<file path="config.mk">
export PLATFORM = sky130hd
export DESIGN_NAME = framebuffer_sram_arbiter
export DESIGN_NICKNAME = d
export VERILOG_FILES = /design/src/hdl/fbsa_pkg.sv /design/src/hdl/framebuffer_sram_arbiter.sv
export SDC_FILE = /design/constraint.sdc
export NUM_CORES = 1
export LEC_CHECK = 0
export BUFFER_PORTS_ARGS = -buffer_cell sky130_fd_sc_hd__buf_2
export CELL_PAD_IN_SITES_DETAIL_PLACEMENT = 0
export CELL_PAD_IN_SITES_GLOBAL_PLACEMENT = 1
export CORE_ASPECT_RATIO = 0.8
export CORE_MARGIN = 5
export CORE_UTILIZATION = 33
export DETAILED_ROUTE_END_ITERATION = 8
export PLACE_DENSITY = 0.64
export SLEW_MARGIN = 5
export SYNTH_ARGS = -nofsm -noshare
export SYNTH_HDL_FRONTEND = slang
export SYNTH_SLANG_ARGS = --single-unit
</file>
<file path="constraint.sdc">
create_clock -name clk -period 8.47 [get_ports clk]
set_input_delay 0.4235 -clock clk [delete_from_list [all_inputs] [get_ports clk]]
set_output_delay 0.4235 -clock clk [all_outputs]
set_load 0.005 [all_outputs]
</file>
<file path="src/hdl/fbsa_pkg.sv">
// shared types, constants and helpers for the framebuffer sram arbiter
// no dependencies

package fbsa_pkg;

    localparam int WORD_ADDR_BITS = 15;
    localparam int BYTE_ADDR_BITS = WORD_ADDR_BITS + 2;

    localparam logic [3:0] ENABLES_NONE_N = 4'hF;
    localparam logic [3:0] ENABLES_LANE3_N = 4'h7;
    localparam logic [3:0] ENABLES_LANE2_N = 4'hB;
    localparam logic [3:0] ENABLES_LANE1_N = 4'hD;
    localparam logic [3:0] ENABLES_LANE0_N = 4'hE;

    typedef enum logic [2:0] {
        PH_IDLE    = 3'd0,
        PH_LOW     = 3'd1,
        PH_HIGH    = 3'd2,
        PH_CAPTURE = 3'd3,
        PH_HOLD    = 3'd4
    } phase_t;

    typedef struct packed {
        logic                      lcd_request;
        logic [BYTE_ADDR_BITS-1:0] lcd_byte_address;
        logic                      host_request;
        logic                      host_write;
        logic [BYTE_ADDR_BITS-1:0] host_byte_address;
        logic [7:0]                host_write_byte;
        logic [31:0]               ram_read_data;
    } fbsa_in_t;

    typedef struct packed {
        logic                      ram_clock;
        logic [WORD_ADDR_BITS-1:0] ram_word_address;
        logic [3:0]                ram_write_enable_n;
        logic [31:0]               ram_write_data;
        logic [31:0]               lcd_read_data;
        logic                      lcd_done;
        logic [7:0]                host_read_data;
        logic                      host_done;
    } fbsa_out_t;

    // byte offset k drives lane 3-k low
    function automatic logic [3:0] lane_enables_n(input logic [1:0] offset);
        logic [3:0] en_n;
        case (offset)
            2'd0:    en_n = ENABLES_LANE3_N;
            2'd1:    en_n = ENABLES_LANE2_N;
            2'd2:    en_n = ENABLES_LANE1_N;
            2'd3:    en_n = ENABLES_LANE0_N;
            default: en_n = ENABLES_NONE_N;
        endcase
        return en_n;
    endfunction

    // byte offset k reads lane 3-k, offset zero is the top byte
    function automatic logic [7:0] lane_byte(input logic [31:0] word,
                                             input logic [1:0]  offset);
        logic [7:0] b;
        case (offset)
            2'd0:    b = word[31:24];
            2'd1:    b = word[23:16];
            2'd2:    b = word[15:8];
            2'd3:    b = word[7:0];
            default: b = word[7:0];
        endcase
        return b;
    endfunction

endpackage

</file>
<file path="src/hdl/framebuffer_sram_arbiter.sv">
// an accepted item goes through the input register and then the result register
// throughput: one item per cycle while not stalled, a new item may be accepted while a result waits
// the sequencer step runs once per item between the input and result registers
// reset: asynchronous active low, sequencer idle, display rearmed, enables all high
// depends on fbsa_pkg

module framebuffer_sram_arbiter (
    input  logic               clk,
    input  logic               rst_n,
    input  logic               tick_valid,
    output logic               tick_ready,
    input  fbsa_pkg::fbsa_in_t tick,
    output logic               result_valid,
    input  logic               result_ready,
    output fbsa_pkg::fbsa_out_t result
);

    // input register
    logic                tick_valid_reg;
    fbsa_pkg::fbsa_in_t  tick_reg;

    // sequencer state
    fbsa_pkg::phase_t                    phase_reg;
    fbsa_pkg::phase_t                    phase_next;
    logic                                serving_display_reg;
    logic                                serving_display_next;
    logic                                access_is_write_reg;
    logic                                access_is_write_next;
    logic                                display_rearmed_reg;
    logic                                display_rearmed_next;
    logic [1:0]                          byte_lane_reg;
    logic [1:0]                          byte_lane_next;
    logic [fbsa_pkg::WORD_ADDR_BITS-1:0] word_address_reg;
    logic [fbsa_pkg::WORD_ADDR_BITS-1:0] word_address_next;
    logic [7:0]                          write_byte_reg;
    logic [7:0]                          write_byte_next;
    logic [3:0]                          enables_n_reg;
    logic [3:0]                          enables_n_next;
    logic [31:0]                         display_word_reg;
    logic [31:0]                         display_word_next;
    logic [7:0]                          host_byte_reg;
    logic [7:0]                          host_byte_next;

    // result register
    logic                 result_valid_reg;
    fbsa_pkg::fbsa_out_t  result_reg;
    fbsa_pkg::fbsa_out_t  result_next;

    logic step;
    logic grant_display;
    logic grant_host;
    logic rearm;

    // the sequencer advances whenever the item in the input register can be
    // moved into a free (or freeing) result register
    assign step       = tick_valid_reg && (!result_valid_reg || result_ready);
    assign tick_ready = !tick_valid_reg || step;

    // display already rearmed, or its request dropped this tick, so the display may be granted again
    assign rearm         = display_rearmed_reg || !tick_reg.lcd_request;
    assign grant_display = tick_reg.lcd_request && rearm;
    assign grant_host    = !grant_display && tick_reg.host_request;

    // input register
    always_ff @(posedge clk or negedge rst_n)
    begin
        if (!rst_n)
        begin
            tick_valid_reg <= 1'b0;
        end
        else if (tick_ready)
        begin
            tick_valid_reg <= tick_valid;
        end
    end

    always_ff @(posedge clk)
    begin
        if (tick_valid && tick_ready)
        begin
            tick_reg <= tick;
        end
    end

    // next phase
    always_comb
    begin
        phase_next = phase_reg;
        if (step)
        begin
            case (phase_reg)
                fbsa_pkg::PH_LOW:
                begin
                    phase_next = fbsa_pkg::PH_HIGH;
                end
                fbsa_pkg::PH_HIGH:
                begin
                    phase_next = fbsa_pkg::PH_CAPTURE;
                end
                fbsa_pkg::PH_CAPTURE:
                begin
                    phase_next = serving_display_reg ? fbsa_pkg::PH_IDLE
                                                     : fbsa_pkg::PH_HOLD;
                end
                fbsa_pkg::PH_HOLD:
                begin
                    phase_next = fbsa_pkg::PH_IDLE;
                end
                default:
                begin
                    // idle, and any unused code behaves as idle
                    phase_next = (grant_display || grant_host) ? fbsa_pkg::PH_LOW
                                                               : fbsa_pkg::PH_IDLE;
                end
            endcase
        end
    end

    // latched access data and the result item
    always_comb
    begin
        serving_display_next = serving_display_reg;
        access_is_write_next = access_is_write_reg;
        display_rearmed_next = display_rearmed_reg;
        byte_lane_next       = byte_lane_reg;
        word_address_next    = word_address_reg;
        write_byte_next      = write_byte_reg;
        enables_n_next       = enables_n_reg;
        display_word_next    = display_word_reg;
        host_byte_next       = host_byte_reg;
        result_next          = result_reg;

        if (step)
        begin
            display_rearmed_next = rearm;
            result_next.ram_clock = 1'b1;
            result_next.lcd_done  = 1'b0;
            result_next.host_done = 1'b0;

            case (phase_reg)
                fbsa_pkg::PH_LOW:
                begin
                    // setup half of the sram clock, enables go out here
                    result_next.ram_clock = 1'b0;
                    enables_n_next = access_is_write_reg
                                   ? fbsa_pkg::lane_enables_n(byte_lane_reg)
                                   : fbsa_pkg::ENABLES_NONE_N;
                end
                fbsa_pkg::PH_HIGH:
                begin
                end
                fbsa_pkg::PH_CAPTURE:
                begin
                    if (serving_display_reg)
                    begin
                        display_word_next     = tick_reg.ram_read_data;
                        result_next.lcd_done  = 1'b1;
                        display_rearmed_next  = 1'b0;
                    end
                    else
                    begin
                        // a host write captures the read port too
                        host_byte_next = fbsa_pkg::lane_byte(tick_reg.ram_read_data,
                                                             byte_lane_reg);
                        result_next.host_done = 1'b1;
                    end
                end
                fbsa_pkg::PH_HOLD:
                begin
                    result_next.host_done = 1'b1;
                end
                default:
                begin
                    if (grant_display)
                    begin
                        serving_display_next = 1'b1;
                        access_is_write_next = 1'b0;
                        word_address_next    =
                            tick_reg.lcd_byte_address[fbsa_pkg::BYTE_ADDR_BITS-1:2];
                    end
                    else if (grant_host)
                    begin
                        serving_display_next = 1'b0;
                        access_is_write_next = tick_reg.host_write;
                        word_address_next    =
                            tick_reg.host_byte_address[fbsa_pkg::BYTE_ADDR_BITS-1:2];
                        byte_lane_next       = tick_reg.host_byte_address[1:0];
                        write_byte_next      = tick_reg.host_write_byte;
                    end
                end
            endcase

            // result shows the state after this tick
            result_next.ram_word_address   = word_address_next;
            result_next.ram_write_enable_n = enables_n_next;
            result_next.ram_write_data     = {4{write_byte_next}};
            result_next.lcd_read_data      = display_word_next;
            result_next.host_read_data     = host_byte_next;
        end
    end

    // sequencer state
    always_ff @(posedge clk or negedge rst_n)
    begin
        if (!rst_n)
        begin
            phase_reg           <= fbsa_pkg::PH_IDLE;
            serving_display_reg <= 1'b0;
            access_is_write_reg <= 1'b0;
            display_rearmed_reg <= 1'b1;
            byte_lane_reg       <= 2'd0;
            word_address_reg    <= '0;
            write_byte_reg      <= 8'd0;
            enables_n_reg       <= fbsa_pkg::ENABLES_NONE_N;
            display_word_reg    <= 32'd0;
            host_byte_reg       <= 8'd0;
        end
        else
        begin
            phase_reg           <= phase_next;
            serving_display_reg <= serving_display_next;
            access_is_write_reg <= access_is_write_next;
            display_rearmed_reg <= display_rearmed_next;
            byte_lane_reg       <= byte_lane_next;
            word_address_reg    <= word_address_next;
            write_byte_reg      <= write_byte_next;
            enables_n_reg       <= enables_n_next;
            display_word_reg    <= display_word_next;
            host_byte_reg       <= host_byte_next;
        end
    end

    // result register, freed by the downstream ready
    always_ff @(posedge clk or negedge rst_n)
    begin
        if (!rst_n)
        begin
            result_valid_reg <= 1'b0;
        end
        else if (step)
        begin
            result_valid_reg <= 1'b1;
        end
        else if (result_ready)
        begin
            result_valid_reg <= 1'b0;
        end
    end

    always_ff @(posedge clk)
    begin
        result_reg <= result_next;
    end

    assign result_valid = result_valid_reg;
    assign result       = result_reg;

endmodule

</file>
; ---- Yosys cells after proc, flatten, opt, wreduce, memory -nomap -nowiden
; Index checks and enable logic that the tools add are counted.
[op_classes]
n_addsub = 0
n_mul = 0
eq_ne = 7
n_bitwise = 2
magnitude_cmp = 0
reduce_logical = 18
shift = 0
n_mux = 29
div_mod_pow = 0
[ops]
columns = cell, n
row1 = 2-to-1 mux 32 bit, 2
row2 = 2-to-1 mux 15 bit, 3
row3 = 2-to-1 mux 8 bit, 5
row4 = case mux 8 bit (4 select lines), 1
row5 = case mux 4 bit (4 select lines), 1
row6 = 2-to-1 mux 1 bit, 12
row7 = case mux 3 bit (4 select lines), 1
row8 = 2-to-1 mux 4 bit, 2
row9 = "== test 3 x 2 -> 1 bit, second input constant", 2
row10 = "== test 2 bit, second input constant", 2
row11 = logical AND 1 bit, 4
row12 = zero test 1 bit, 4
row13 = logical OR 1 bit, 4
row14 = AND reduction 4 bit, 1
row15 = nonzero test 2 bit, 2
row16 = OR reduction 4 bit, 1
row17 = "== test 3 x 1 -> 1 bit, second input constant", 1
row18 = "== test 3 bit, second input constant", 1
row19 = 2-to-1 mux 3 bit, 1
row20 = AND reduction 3 bit, 1
row21 = "== test 2 x 1 -> 1 bit, second input constant", 1
row22 = zero test 2 bit, 1
row23 = NOT 1 bit, 2
row24 = case mux 1 bit (2 select lines), 1
[totals]
elab_cells = 83
out_inout_bits = 96
input_bits = 81
romBits = 0
ff_bits = 248
n_memories = 0
latchBits = 0
ramBits = 0

; ---- Depth between registers and ports, before layout
[logic_depth]
depth_word = 8
depth_mapped = 6
ltp_nobuf = 4

; ---- Least setup slack after synthesis
; No wires, ideal clock.
[synth_path]
path_type = register to register
startpoint = register tick_valid_reg
endpoint = register enables_n_reg[2]
path_buffers = 1
t_arrival_ps = 4217
required_ps = 8249
path_stages_with_launch = 5
setup_slack_ps = 4032
setup_time_ps = 221
period_less_slack_ps = 4438
path_cell_list = dfrtp_1 clkbuf_1 clkinv_1 nor2_1 a41oi_1
[synth_between]
elab_chain_len = 1
[synth_rtl]
columns = item, line
row1 = from (decl), framebuffer_sram_arbiter.sv:19  ; logic tick_valid_reg;
row2 = from (signal assigned), framebuffer_sram_arbiter.sv:73  ; tick_valid_reg <= tick_valid;
row3 = logical AND 1 bit, framebuffer_sram_arbiter.sv:56  ; assign step = tick_valid_reg && (!result_valid_reg || result_ready);
row4 = via step, framebuffer_sram_arbiter.sv:49  ; logic step;
row5 = to (signal assigned), framebuffer_sram_arbiter.sv:214  ; enables_n_reg <= fbsa_pkg::ENABLES_NONE_N;
row6 = to (signal assigned), framebuffer_sram_arbiter.sv:227  ; enables_n_reg <= enables_n_next;
row7 = to (decl), framebuffer_sram_arbiter.sv:37  ; logic [3:0] enables_n_reg;
; The timed path passes the listed nets, and every way through them passes these cells.
; A chain may end at the register's enable or synchronous reset.

; ---- Worst setup path after layout
[layout_path]
startpoint = register phase_reg[2]
endpoint = register display_word_reg[31]
[layout_between]
elab_chain_len = 2
[layout_rtl]
columns = item, line
row1 = from (decl), framebuffer_sram_arbiter.sv:23  ; fbsa_pkg::phase_t phase_reg;
row2 = from (signal assigned), framebuffer_sram_arbiter.sv:207  ; phase_reg <= fbsa_pkg::PH_IDLE;
row3 = from (signal assigned), framebuffer_sram_arbiter.sv:220  ; phase_reg <= phase_next;
row4 = == test 3 x 2 -> 1 bit, framebuffer_sram_arbiter.sv:140  ; case (phase_reg)
row5 = 2-to-1 mux 32 bit, framebuffer_sram_arbiter.sv:140
row6 = to (signal assigned), framebuffer_sram_arbiter.sv:228  ; display_word_reg <= display_word_next;
row7 = to (decl), framebuffer_sram_arbiter.sv:39  ; logic [31:0] display_word_reg;
; Every way passes these cells.

==> results.ini <==
[clock_network]
insertion_delay_ns=0.51
postCtsResizedCells=0
clockBufferDepth=3
clockRootBuffer=clkbuf_16
cts_tree=done
clkTransAtPathRegs_ns=0.06
postCtsSetupRepairBufs=0
cts_hold_buf=0
htreeDepth=1
clock_sinks=222
cts_buffers=25

[finish]
final_nets=791
largest_reg_flops=75
final_util_pct=40.6
syn_to_final_growth_pct=21.8
fill_cells=2477
drive_gt1_share_pct=42.2
layout_common_cells=buf_2, edfxtp_1, nand2_1
finalInstanceArea_sq_um=10600
layout_commonest_cell=buf_2

[worst_hold_path]
hp-start=tick[2]
min_to=tick_reg[2]$_DFFE_PP_
min_path_type=input pin to flip-flop
min_path_cells=1

[drt]
post_drt_wl_per_cell_um=18.8
drtPass1Iterations=4
vias=5028
wl_um=20400
drt_iter0_drc=250
drc=0
route.antenna.remaining_nets=0
vias_per_cell=4.63

[timing]
rsz0062_at_grt=false
clock_skew_ns=0.0117
max_clock_freq_mhz=264
fin_tns_setup_ns=0
tightest_slew_ns=1.22
max-slew-margin-rel_pct=18.9
period_needed_ns=3.79
setup_viol_count_final=0
slew_violations=0
final_hold_viol_count=0
period_share_pct=44.7

[synth]
synth-seq-cells=222
avgSynthCellArea_sq_um=15.7
ys_async_sr_fraction_pct=34.7
synth_top_area_cell=edfxtp_1
synth_fp_nets=636
synth_warnings=0
synth-seq-area-share_pct=72.2
syn_area_sq_um=8710
ys.flop_type=edfxtp_1
synth_top_area_share_pct=50.0
synth_edf_count=145
ys_top_cells_by_area=edfxtp_1, dfrtp_1, mux2_2
synth.distinct_cells=44
netlist_instances=555

[floorplanning]
pin_count=177
initial_core_util_pct=33.3
die_y_um=155
die_x_um=192
rows=53
die_area_sq_um=29800
coreArea_sq_um=26100

[power_and_ir_drop]
p_per_area_nw_per_um2=340
irDropWorstVdd_v=0.000155
leakage_nw=4.35

[critical_path]
cp.required_ns=8.85
cpPeakStageDelay_ns=1.18
rr_worst_depth=5
end_kind=flip-flop
slowest_stage=nand3_2
arrival_ns=4.17
r2r_setup_slack_ns=4.68
path_class=flip-flop to flip-flop
crit_fanout=34
r2r-start=phase_reg[2]$_DFFE_PN0P_
cp-start-kind=flip-flop
path_cells=nand4b_1 -> buf_4 -> clkinv_1 -> nand3_2 -> mux2_2
r2r-end=display_word_reg[31]$_DFFE_PN0P_

[global_routing]
grt_usage_pct=13.6
grt_max_degree=78
gr-total-overflow=0
grt_antenna_before_repair=1
grt_pass1_wl_um=31500
grt_pass1_vias=5321

[place]
hpwlAfterDp_um=13100
routabilityCongestion=0.750
dpl_cell_area_sq_um=9770
portBuffers=174

[outcome]
outcome=finished, final reports clean

[run]
maxCapViolCount=0

[cell families (layout without fill, tap and decap cells)]
family	after synthesis	in the layout	synth area share, %
flops	222	222	72.2
simple gates	125	125	5.89
mux	76	76	11.2
compound gates	71	71	6.52
buf+inv	60	233	4.05
fa+ha+maj	1	1	0.115
other cells	0	1	0
[metal layers]
metal	wire (um)	vias to the layer above	global-route usage, %
li1	-	2343	-
met1	9320	2500	19.2
met2	9250	155	21.4
met3	1250	30	2.65
met4	580	0	4.44
met5	0	-	0
[power by group]
group	internal, mW	switching (mW)	leakage, nW
sequential	1.52	0.172	2.31
combinational	0.444	0.403	1.64
clock	0.656	0.416	0.405
[stage by stage]
| step | hold WS, ns | worst slack (ns) | cells | total power [mW] |
|---|---|---|---|---|
| finish | 0.0834 | 4.68 | 1086 | 3.61 |
| global route | 0.0520 | 4.36 | 1086 | 3.82 |
| CTS | 0.0481 | 4.59 | 1085 | 3.67 |
| detailed placement | 0.466 | 4.62 | 1040 | 2.57 |
| global placement | 0.467 | 4.68 | 1040 | 2.54 |
| floorplan | 0.128 | 4.03 | 555 | 2.29 |
[synth_stat cells (2+ instances only)]
cell type and instances:
buf_4 24, mux2_4 9, a2111o_1 2, a2bb2oi_1 29, buf_6 4, nand2_1 101, a31oi_1 6, nand3_1 4
mux4_2 8, clkinv_1 2, dfrtp_1 72, edfxtp_1 145, buf_2 6, nand2b_1 2, dfstp_2 5, mux2_2 59
a21oi_1 4, clkbuf_1 17, inv_1 6, o21ai_0 2, nor2_1 8, o22ai_1 16, nor3_1 3
[worst max-delay path: cells and delay by family, from the launching register on]
kind	cells	cell delay (ns)
buf+inv	2	1.38
flops	1	0.49
simple gates	2	1.36
mux	1	0.42
[area by class of cell]
cell class                      instances  area, sq um  area share, %
Clock inverter                          7         87.6          0.826
Tap cell                              357          447           4.21
Timing Repair Buffer                  180          918           8.66
Multi-Input combinational cell        273         2100           19.8
Inverter                                8         30.0          0.283
Clock buffer                           38          734           6.92
Sequential cell                       222         6290           59.3
Antenna cell                            1         2.50         0.0236
[how the worst max path moves through the flow]
| stage | cells past startpoint | to | from | slack (ns) |
|---|---|---|---|---|
| 2_1_floorplan | 4 | enables_n_reg[2]$_DFFE_PN1P_ | tick_valid_reg$_DFFE_PN0N_ | 4.03 |
| 4_1_cts | 5 | display_word_reg[31]$_DFFE_PN0P_ | phase_reg[2]$_DFFE_PN0P_ | 4.59 |
| 5_1_grt | 5 | display_word_reg[28]$_DFFE_PN0P_ | phase_reg[2]$_DFFE_PN0P_ | 4.36 |
| 6_report | 5 | display_word_reg[31]$_DFFE_PN0P_ | phase_reg[2]$_DFFE_PN0P_ | 4.68 |
| 3_3_place_gp | 5 | display_word_reg[10]$_DFFE_PN0P_ | phase_reg[2]$_DFFE_PN0P_ | 4.68 |
| 3_5_place_dp | 5 | display_word_reg[11]$_DFFE_PN0P_ | phase_reg[2]$_DFFE_PN0P_ | 4.62 |
(Power assumes the default switching activity.)
